$ cat config.mk
export PLATFORM = sky130hd
export DESIGN_NAME = sot_cell
export DESIGN_NICKNAME = d
export VERILOG_FILES = /design/src/hw/rtl/sot_pkg.sv /design/src/hw/rtl/sot_cell.sv
export SDC_FILE = /design/constraint.sdc
export NUM_CORES = 1
export LEC_CHECK = 0
export ABC_AREA = 1
export ABC_CLOCK_PERIOD_IN_PS = 2940
export BUFFER_PORTS_ARGS = -buffer_cell sky130_fd_sc_hd__buf_2
export CAP_MARGIN = 15
export CORE_MARGIN = 2
export CORE_UTILIZATION = 25
export CTS_BUF_LIST = sky130_fd_sc_hd__clkbuf_4
export CTS_CLUSTER_SIZE = 25
export DETAILED_ROUTE_END_ITERATION = 16
export GPL_ROUTABILITY_DRIVEN = 0
export GPL_TIMING_DRIVEN = 0
export HOLD_SLACK_MARGIN = 0.08
export MAX_ROUTING_LAYER = met4
export SYNTH_ARGS = -nofsm -noshare
export SYNTH_HDL_FRONTEND = slang
export SYNTH_SLANG_ARGS = --single-unit
$ cat constraint.sdc
create_clock -name clk_i -period 2.94 [get_ports clk_i]
set_input_delay 0.147 -clock clk_i [delete_from_list [all_inputs] [get_ports clk_i]]
set_output_delay 0.147 -clock clk_i [all_outputs]
set_load 0.02 [all_outputs]
$ cat src/hw/rtl/sot_pkg.sv
// shared types and constants for the sorted uid object table
`default_nettype none
package sot_pkg;

  localparam logic [2:0] MODE_LOOKUP     = 3'd0;
  localparam logic [2:0] MODE_INSERT     = 3'd1;
  localparam logic [2:0] MODE_REMOVE     = 3'd2;
  localparam logic [2:0] MODE_WALK_FIRST = 3'd3;
  localparam logic [2:0] MODE_WALK_NEXT  = 3'd4;

  localparam logic [2:0] ST_OK        = 3'd0;
  localparam logic [2:0] ST_NOT_FOUND = 3'd1;
  localparam logic [2:0] ST_FULL      = 3'd2;
  localparam logic [2:0] ST_DUP       = 3'd3;
  localparam logic [2:0] ST_WALK_END  = 3'd4;

  // object types whose allocated keys take the default owner
  localparam logic [7:0] TYPE_DFLT_A = 8'd0;
  localparam logic [7:0] TYPE_DFLT_B = 8'd5;
  localparam logic [7:0] TYPE_DFLT_C = 8'd6;
  localparam logic [7:0] TYPE_DFLT_D = 8'd7;

  localparam int unsigned CNT_MIN = 1000;

  typedef struct packed {
    logic [2:0]  mode;
    logic [31:0] key;
    logic [31:0] obj_handle;
    logic [7:0]  obj_type;
    logic [2:0]  obj_owner;
  } in_t;

  typedef struct packed {
    logic [2:0]  status;
    logic [31:0] out_handle;
    logic [31:0] out_key;
    logic [10:0] slot_index;
  } out_t;

  typedef struct packed {
    logic [31:0] key;
    logic [31:0] handle;
  } entry_t;

  typedef struct packed {
    logic [31:0] key;
    logic [31:0] handle;
    logic [31:0] stamp;
  } cell_ent_t;

  typedef enum logic [1:0] {CELL_HOLD, CELL_INS, CELL_DEL, CELL_STAMP} cell_op_e;
  typedef enum logic {QRY_LB, QRY_WALK} qry_e;

  typedef struct packed {
    cell_op_e    op;
    qry_e        qry;
    logic [31:0] q_key;
    entry_t      new_ent;
    logic [31:0] pass;
  } ctrl_t;

  typedef enum logic [2:0] {S_IDLE, S_PREP, S_SRCH, S_EXEC, S_DONE} state_e;

endpackage
`default_nettype wire

$ cat src/hw/rtl/sot_cell.sv
// one table entry cell: holds key, handle and stamp, shifts with its neighbors
`default_nettype none
module sot_cell #(
  parameter int unsigned IW = 11
) (
  input  wire                      clk_i,
  input  wire sot_pkg::ctrl_t      ctrl_i,
  input  wire  [IW-1:0]            idx_i,
  input  wire  [IW-1:0]            pos_i,
  input  wire  [IW-1:0]            count_i,
  input  wire  [IW-1:0]            cursor_i,
  input  wire sot_pkg::cell_ent_t  left_i,
  input  wire sot_pkg::cell_ent_t  right_i,
  output sot_pkg::cell_ent_t       ent_o,
  output logic                     hit_o
);
  sot_pkg::cell_ent_t ent_q, ent_d;

  always_comb begin
    ent_d = ent_q;
    case (ctrl_i.op)
      sot_pkg::CELL_INS: begin
        if (idx_i > pos_i) begin
          ent_d = left_i;
        end else if (idx_i == pos_i) begin
          ent_d = {ctrl_i.new_ent.key, ctrl_i.new_ent.handle, 32'd0};
        end
      end
      sot_pkg::CELL_DEL: begin
        if (idx_i >= pos_i) begin
          ent_d = right_i;
        end
      end
      sot_pkg::CELL_STAMP: begin
        if (idx_i == pos_i) begin
          ent_d.stamp = ctrl_i.pass;
        end
      end
      default: ent_d = ent_q;
    endcase
  end

  always_ff @(posedge clk_i) begin
    ent_q <= ent_d;
  end

  // LB: at/past count or key not below; walk: unstamped, cursor<idx<count
  always_comb begin
    case (ctrl_i.qry)
      sot_pkg::QRY_LB:   hit_o = (idx_i >= count_i) || (ent_q.key >= ctrl_i.q_key);
      sot_pkg::QRY_WALK: hit_o = (idx_i > cursor_i) && (idx_i < count_i) &&
                                 (ent_q.stamp != ctrl_i.pass);
      default:           hit_o = 1'b0;
    endcase
  end

  assign ent_o = ent_q;
endmodule
`default_nettype wire

==> run_results.csv, run 1 <==
group,metric,value,unit
power_and_ir_drop,peakVddDrop,215,uV
place,hpwlAfterDp,27.1,mm
global_routing,met2_usage,36.9,%
cts,clk_pin_slew_worst_paths,0.18,ns
layout,nets,2207,
layout,final-instance-count-excl-fill,2181,
timing,tightest_slew,0.983,ns
logic_synthesis,ys.flop_type,"edfxtp_1",
cts,cts_root_buf,"clkbuf_4",
global_routing,grt_busiest_layer,"met2",
global_routing,track_usage,21.0,%
global_routing,grt_util_met3,2.83,%
global_routing,grt_pass1_wl,51.5,mm
cts,cts_tree,"done",
critical_path,slowest_stage,"buf_1",
critical_path,worstPathRequired,3.30,ns
timing,max_slew_margin,34.5,%
logic_synthesis,yosysMostFrequentCell,"nand2_1",
logic_synthesis,yosys.area.top_type,"edfxtp_1",
cts,cts_num_sinks,96,
place,place_area,10800,um^2
drt,drt_iter0_markers,509,
cts,hold_buffers,191,
layout,synthToLayoutAreaGrowth,62.7,%
logic_synthesis,synthTopCellsByCount,"nand2_1 (346), inv_1 (215), nand3_1 (170)",
power_and_ir_drop,finalPower,4.80,mW
place,dpl.cell_count,1971,
logic_synthesis,yosysUniqueCellTypes,32,
critical_path,max_stage_delay,0.78,ns
global_routing,grtUsageMet1,24.3,%
cts,htree_levels,3,
logic_synthesis,synth_enable_flop_cells,96,
critical_path,crit_type,"in2reg",
timing,slew_viol_final,0,
global_routing,grt_max_degree,37,
logic_synthesis,yosysWarningCount,0,
power_and_ir_drop,powerDensity,373,nW/um^2
logic_synthesis,synth_seq_cells,96,
timing,finalCritPeriodShare,88.1,%
layout,largest_reg_flops,96,
logic_synthesis,async_reset_ff_share,0,%
cts,clockBufferDepth,2,
drt,ant_nets,0,
drt,wl_per_cell,16.2,um
drt,drtPass1Iterations,5,
min_path,whs_path_depth,5,
logic_synthesis,synth.cell_area,7910,um^2
drt,vias,9911,
power_and_ir_drop,leakagePower,6.99,nW
logic_synthesis,yosys.area.top_type_share,36.4,%
min_path,hp-class,"in2reg",
cts,post_cts_resized,0,
timing,fmax,386,MHz
layout,layout-drive-gt1-share,28.8,%
min_path,hold_end,"ent_o[62]$_DFFE_PP_",
floorplan,coreArea,31400,um^2
timing,fin_crit,2.59,ns
logic_synthesis,syn_nets,1539,
floorplan,dieWidth,182,um
outcome,status,"finished clean",
timing,rsz0062_at_grt,"no",
global_routing,grt_overflow,0,
place,port_buffers,464,
logic_synthesis,synthCells,1103,
cts,post-cts-setup-buffer-count,0,
drt,routed_wl,35.4,mm
timing,final-hold-violation-count,0,
critical_path,cp-start-kind,"input pin",
floorplan,num_io_pins,465,
layout,nFillCells,3240,
floorplan,row_count,65,
logic_synthesis,ys_top_cells_by_area,"edfxtp_1 (36%), nand2_1 (16%), ha_1 (11%)",
floorplan,die-area,33100,um^2
critical_path,end_kind,"register",
critical_path,crit_arrival,2.95,ns
floorplan,dieHeight,182,um
logic_synthesis,ys_seq_area_share,36.4,%
drt,drc_errors,0,
job,drv_cap,0,
global_routing,antenna_found_initial,3,
drt,viasPerCell,4.54,
layout,fin_area,12900,um^2
logic_synthesis,avgSynthCellArea,7.17,um^2
cts,cts_inserted_buffers,9,
timing,setup_violations,0,
floorplan,initial_core_util,25.2,%
min_path,hp-start,"ctrl_i[62]",
critical_path,path_cells,"buf_2 > inv_1 > ha_1 > clkbuf_1 > inv_2 > buf_1 > nand3_1 > nand2_1 > dlygate4sd3_1",
global_routing,grt_pass1_vias,9893,
critical_path,cp_max_fo,10,
## how the worst max path moves through the flow
| stage | endpoint | from | cells after the start |
|---|---|---|---|
| floorplan | ent_o[32]$_DFFE_PP_ | pos_i[10] | 8 |
| global placement | ent_o[46]$_DFFE_PP_ | idx_i[6] | 8 |
| detailed placement | ent_o[55]$_DFFE_PP_ | idx_i[6] | 9 |
| CTS | hit_o | ent_o[79]$_DFFE_PP_ | 12 |
| global route | hit_o | ent_o[79]$_DFFE_PP_ | 12 |
| finish | ent_o[56]$_DFFE_PP_ | ctrl_i[129] | 9 |
## layout by cell type, fill, tap and decap left out, types with 9 or more instances in the layout
| master | n |
|---|---|
| clkbuf_1 | 24 |
| clkbuf_4 | 10 |
| ha_1 | 68 |
| edfxtp_1 | 96 |
| a21oi_1 | 21 |
| xnor2_1 | 24 |
| nand4_1 | 39 |
| buf_4 | 9 |
| nand3_1 | 170 |
| nand2_1 | 346 |
| nor2_1 | 36 |
| inv_1 | 215 |
| buf_2 | 472 |
| dlygate4sd3_1 | 191 |
## kinds of logic (layout without fill, tap and decap cells)
| kind of cell | after synthesis | after routing | share of synthesized area (%) |
|---|---|---|---|
| simple gates | 606 | 606 | 33.5 |
| buf+inv | 270 | 943 | 13.8 |
| flops | 96 | 96 | 36.4 |
| fa+ha+maj | 68 | 68 | 10.8 |
| compound gates | 38 | 38 | 2.70 |
| xor+xnor | 24 | 24 | 2.66 |
| mux | 1 | 1 | 0.126 |
| other cells | 0 | 3 | 0 |
## routing by layer
metal | wire length, um | part of all wire [%] | up-vias
met4 | 1120 | 3.2 | 0
met1 | 14400 | 41 | 4524
met3 | 2310 | 6.5 | 72
met5 | 0 | 0 | -
met2 | 17600 | 50 | 456
li1 | - | - | 4859
## through the flow
| step | hold slack, ns | TNS [ns] | utilization, % | setup slack (ns) |
|---|---|---|---|---|
| 5_1_grt | 0.135 | 0 | 41.0 | 0.233 |
| 6_report | 0.145 | 0 | 41.0 | 0.350 |
| 2_1_floorplan | 0.333 | 0 | - | 0.443 |
| 3_5_place_dp | 0.425 | -4.40 | 34.4 | -0.110 |
| 4_1_cts | 0.0856 | 0 | 41.0 | 0.384 |
| 3_3_place_gp | 0.422 | -67.67 | 34.2 | -0.845 |
## power by group
| part | switching, mW | total [mW] | internal, mW |
|---|---|---|---|
| clock | 0.542 | 0.901 | 0.359 |
| combinational | 1.12 | 2.07 | 0.944 |
| sequential | 0.0956 | 1.84 | 1.74 |
## final cells by class
cell class / count / area (um^2) / share of cell area [%]
Antenna cell: 3 / 7.51 / 0.0583
Buffer: 50 / 265 / 2.06
Clock buffer: 10 / 75.1 / 0.583
Clock inverter: 6 / 90.1 / 0.700
Inverter: 220 / 826 / 6.41
Multi-Input combinational cell: 737 / 3950 / 30.7
Sequential cell: 96 / 2880 / 22.4
Tap cell: 402 / 503 / 3.91
Timing Repair Buffer: 657 / 4280 / 33.2
## critical path, delay by kind of cell
kind                     cells  cell delay, ns
AND/OR/NAND/NOR              2            0.36
adder cells (fa/ha/maj)      1            0.18
buffers and inverters        6            2.25
Note: power is estimated with default switching activity, not from simulation.
==> run 2: changes to the inputs <==
CORE_AREA = 2 2 182 184   (was default)
CORE_MARGIN = default   (was 2)
CORE_UTILIZATION = default   (was 25)
DIE_AREA = 0 0 184 186   (was default)
==> run 2 against run 1 <==
- global-route usage fell by 1.0 points
- count of clock-buffer cells in the layout fell by 1
- hold slack improved by 0.32 ns
- critical endpoint is now ent_o[36]$_DFFE_PP_
- highest routed layer unchanged
==> run_results.csv, run 2 (synthesized netlist as in run 1, its figures left out) <==
group,metric,value,unit
global_routing,grt_overflow,0,
global_routing,antenna_found_initial,5,
timing,fin_crit,2.78,ns
floorplan,die-area,34200,um^2
critical_path,path_cells,"buf_2 > ha_1 > nand4_1 > nor2_2 > nand4_4 > nand2_4 > buf_4 > nand2_1 > nand3_1 > dlygate4sd3_1 > nand2_1 > dlygate4sd3_1",
layout,layout-drive-gt1-share,28.8,%
timing,finalCritPeriodShare,94.5,%
global_routing,grt_max_degree,40,
layout,largest_reg_flops,96,
layout,fin_area,12900,um^2
place,hpwlAfterDp,27.2,mm
global_routing,grt_pass1_wl,50.3,mm
layout,synthToLayoutAreaGrowth,63.0,%
cts,cts_tree,"done",
place,port_buffers,464,
timing,rsz0062_at_grt,"no",
power_and_ir_drop,peakVddDrop,145,uV
critical_path,end_kind,"register",
timing,setup_violations,0,
layout,final_cell_mix,"buf_2 (472), nand2_1 (346), inv_1 (215)",
global_routing,grt_pass1_vias,9602,
layout,layout_commonest_cell,"buf_2",
job,drv_cap,0,
cts,cts_num_sinks,96,
cts,cts_root_buf,"clkbuf_4",
drt,ant_nets,0,
drt,wl_per_cell,15.8,um
place,place_area,10800,um^2
drt,drtPass1Iterations,5,
min_path,hp-class,"in2reg",
timing,max_slew_margin,48.9,%
drt,viasPerCell,4.45,
cts,clk_pin_slew_worst_paths,0.18,ns
floorplan,row_count,66,
layout,regArea,2880,um^2
timing,tightest_slew,0.766,ns
layout,nFillCells,3369,
drt,drc_errors,0,
critical_path,worstPathRequired,3.20,ns
critical_path,cp_max_fo,10,
drt,vias,9755,
layout,multiInputGateArea,3950,um^2
drt,drt_iter0_markers,455,
critical_path,crit_arrival,3.04,ns
timing,slew_viol_final,0,
global_routing,track_usage,20.0,%
critical_path,max_stage_delay,0.55,ns
outcome,status,"finished clean",
critical_path,slowest_stage,"dlygate4sd3_1",
floorplan,num_io_pins,465,
cts,clockBufferDepth,2,
timing,fmax,360,MHz
cts,post_cts_resized,0,
critical_path,cp-start-kind,"input pin",
power_and_ir_drop,powerDensity,366,nW/um^2
power_and_ir_drop,leakagePower,6.98,nW
layout,nets,2208,
cts,post-cts-setup-buffer-count,0,
floorplan,dieHeight,186,um
power_and_ir_drop,finalPower,4.71,mW
cts,htree_levels,3,
floorplan,dieWidth,184,um
critical_path,crit_type,"in2reg",
floorplan,coreArea,32200,um^2
timing,final-hold-violation-count,0,
drt,routed_wl,34.7,mm
floorplan,initial_core_util,24.6,%
cts,cts_inserted_buffers,9,
run 2: cell count changes in the layout (fill, tap and decap cells not counted):
cell	before	now
clkbuf_4	10	9
diode_2	3	5
clkbuf_1	24	23
clkinv_2	1	0
clkinv_4	0	1
buf_12	1	0
dlygate4sd3_1	191	193
buf_16	1	2
clkinvlp_4	1	3
bufinv_16	2	1
run 2: worst max-delay path: cells and delay by family:
family | cells | cell delay [ns]
buf+inv | 4 | 1.44
simple gates | 7 | 1.12
fa+ha+maj | 1 | 0.32
run 2: what timing repair did:
action	4_1_cts	5_1_grt
hold buffers	193	0
endpoints found under the hold margin	96	0
endpoints found under the setup margin	0	1
run 2: metrics by stage:
step	TNS (ns)	util [%]	std cells	setup WS, ns	hold WS [ns]
floorplan	0	-	1103	0.443	0.333
global placement	-69.05	33.4	1975	-0.847	0.418
detailed placement	-8.24	33.6	1977	-0.167	0.423
CTS	0	40.0	2186	0.112	0.421
global route	0	40.0	2190	0.0237	0.445
finish	0	40.0	2190	0.163	0.463
run 2: layer usage:
metal | vias to the layer above | share of wire, % | track usage (%)
met3 | 60 | 6.6 | 3.50
li1 | 4870 | - | -
met5 | - | 0 | -
met2 | 419 | 49 | 34.7
met1 | 4406 | 41 | 23.0
met4 | 0 | 3.2 | 7.68
run 2: power breakdown:
group	switching, mW	internal (mW)	leakage, nW
sequential	0.0961	1.74	0.880
clock	0.555	0.266	0.0692
combinational	1.10	0.951	6.03
run 2: cell type report:
cell class,count,area share (%)
multi-input cells,737,30.6
diodes,5,0.0970
clock inverters,7,0.611
well taps,408,3.96
repair buffers,659,33.4
clock buffers,9,0.524
flip-flops and latches,96,22.4
inverters,220,6.40
plain buffers,49,2.03
run 2: final timing paths:
check / startpoint / to / slack [ns] / cells past startpoint
worst min-delay path: ctrl_i[130] / ent_o[18]$_DFFE_PP_ / 0.46 / 5
worst max-delay path: idx_i[10] / ent_o[36]$_DFFE_PP_ / 0.16 / 12
==> run 3: changes to the inputs <==
--- a/config.mk
+++ b/config.mk
@@ -20,2 +20,3 @@
 export MAX_ROUTING_LAYER = met4
+export SETUP_SLACK_MARGIN = 0.2
 export SYNTH_ARGS = -nofsm -noshare
--- a/constraint.sdc
+++ b/constraint.sdc
@@ -3,2 +3,2 @@
 set_output_delay 0.147 -clock clk_i [all_outputs]
-set_load 0.02 [all_outputs]
+set_load 0.1 [all_outputs]
==> run 3 against run 2 <==
- core utilization is 0.074 points higher
- count of clock-buffer cells in the layout stayed put
- wire length hardly changed
- critical path type unchanged
==> run_results.csv, run 3 (synthesized netlist as in run 1, its figures left out) <==
group,metric,value,unit
outcome,status,"finished clean",
power_and_ir_drop,p_seq_share,31.9,%
drt,drt_iter0_markers,472,
power_and_ir_drop,power.internal,2.96,mW
place,dpl.cell_count,1977,
power_and_ir_drop,comb_power_share,53.9,%
power_and_ir_drop,p_switching,2.79,mW
layout,synthToLayoutAreaGrowth,63.3,%
min_path,hp-class,"in2reg",
timing,final-hold-violation-count,0,
global_routing,grt_pass1_vias,9613,
global_routing,grt_overflow,0,
layout,layout-drive-gt1-share,28.9,%
layout,fin_util,40.1,%
cts,cts_num_sinks,96,
global_routing,antenna_found_initial,5,
layout,fin_area,12900,um^2
cts,clk_pin_slew_worst_paths,0.18,ns
timing,setup_violations,0,
floorplan,die-area,34200,um^2
power_and_ir_drop,peakVddDrop,247,uV
global_routing,track_usage,20.0,%
drt,vias,9770,
drt,ant_nets,0,
power_and_ir_drop,leakagePower,6.99,nW
layout,multiInputGateArea,3950,um^2
drt,wl_per_cell,15.8,um
drt,drtPass1Iterations,5,
place,hpwlAfterDp,27.2,mm
drt,routed_wl,34.7,mm
cts,clockBufferDepth,2,
critical_path,cp-start-kind,"input pin",
layout,nFillCells,3366,
job,drv_cap,0,
layout,layout_commonest_cell,"buf_2",
power_and_ir_drop,powerDensity,446,nW/um^2
timing,tightest_slew,0.918,ns
critical_path,crit_type,"in2reg",
timing,slew_viol_final,0,
timing,fmax,394,MHz
cts,post-cts-setup-buffer-count,0,
cts,htree_levels,3,
timing,fin_crit,2.54,ns
floorplan,dieHeight,186,um
place,place_area,10800,um^2
floorplan,coreArea,32200,um^2
global_routing,grt_max_degree,40,
floorplan,initial_core_util,24.6,%
timing,max_slew_margin,38.8,%
layout,largest_reg_flops,96,
timing,rsz0062_at_grt,"no",
timing,finalCritPeriodShare,86.3,%
layout,regArea,2880,um^2
drt,drc_errors,0,
power_and_ir_drop,swShare,48.5,%
global_routing,grt_pass1_wl,50.4,mm
cts,cts_inserted_buffers,9,
cts,cts_root_buf,"clkbuf_4",
critical_path,end_kind,"register",
place,port_buffers,464,
drt,viasPerCell,4.46,
floorplan,row_count,66,
layout,final_cell_mix,"buf_2 (471), nand2_1 (345), inv_1 (215)",
cts,cts_tree,"done",
place,dpl_worst_slack,-0.167,ns
power_and_ir_drop,clkPwrFrac,14.2,%
critical_path,cp_max_fo,10,
floorplan,dieWidth,184,um
timing,fin_ws,0.402,ns
critical_path,worstPathRequired,3.20,ns
layout,final-instance-count-excl-fill,2191,
critical_path,crit_arrival,2.80,ns
layout,nets,2209,
floorplan,num_io_pins,465,
[run 3: cell types whose count changed in the layout (fill, tap and decap cells not counted), sizes merged]
cell,change
clkbuf,+1
[run 3: stage by stage]
step / TNS (ns) / power, mW / hold WS (ns)
after floorplan: 0 / 3.85 / 0.333
after global placement: -69.05 / 4.57 / 0.418
after detailed placement: -8.24 / 4.62 / 0.423
after CTS: 0 / 5.78 / 0.421
after global routing: 0 / 6.06 / 0.445
final: 0 / 5.76 / 0.466
[run 3: final cells by class]
type / instances / share of cell area (%)
timing repair buffer: 659 / 33.5
inverter: 220 / 6.39
clock inverter: 7 / 0.610
buffer: 50 / 2.05
antenna: 5 / 0.0968
clock buffer: 9 / 0.523
multi-input combinational: 737 / 30.6
tap: 408 / 3.95
sequential: 96 / 22.3
[run 3: routing by layer]
metal / track usage, % / part of all wire (%)
met3: 3.50 / 6.9
met2: 34.8 / 49
met5: - / 0
met4: 7.68 / 2.9
met1: 23.0 / 41
[run 3: repair_timing]
action | in CTS | in global routing
hold buffers | 193 | 0
setup endpoints to repair | 1 | 1
endpoints found under the hold margin | 96 | 0
gates resized for setup | 1 | 5
[run 3: worst paths after layout]
kind / startpoint / to / slack (ns) / cells past startpoint
max: ctrl_i[129] / ent_o[58]$_DFFE_PP_ / 0.40 / 9
min: ctrl_i[130] / ent_o[18]$_DFFE_PP_ / 0.47 / 5
[run 3: power by group through the flow]
stage	clock [mW]	combinational (mW)	sequential, mW
final	0.819	3.10	1.84
after global routing	0.890	3.31	1.86
after CTS	0.853	3.09	1.84
after detailed placement	0	2.75	1.87
after global placement	0	2.71	1.87
after floorplan	0	0.756	3.10
[run 3: critical path: stages]
cell	delay, ns
buf_2	0.12
inv_1	0.05
ha_1	0.13
clkbuf_1	0.68
inv_2	0.39
buf_1	0.43
nand3_1	0.19
nand2_1	0.07
dlygate4sd3_1	0.57
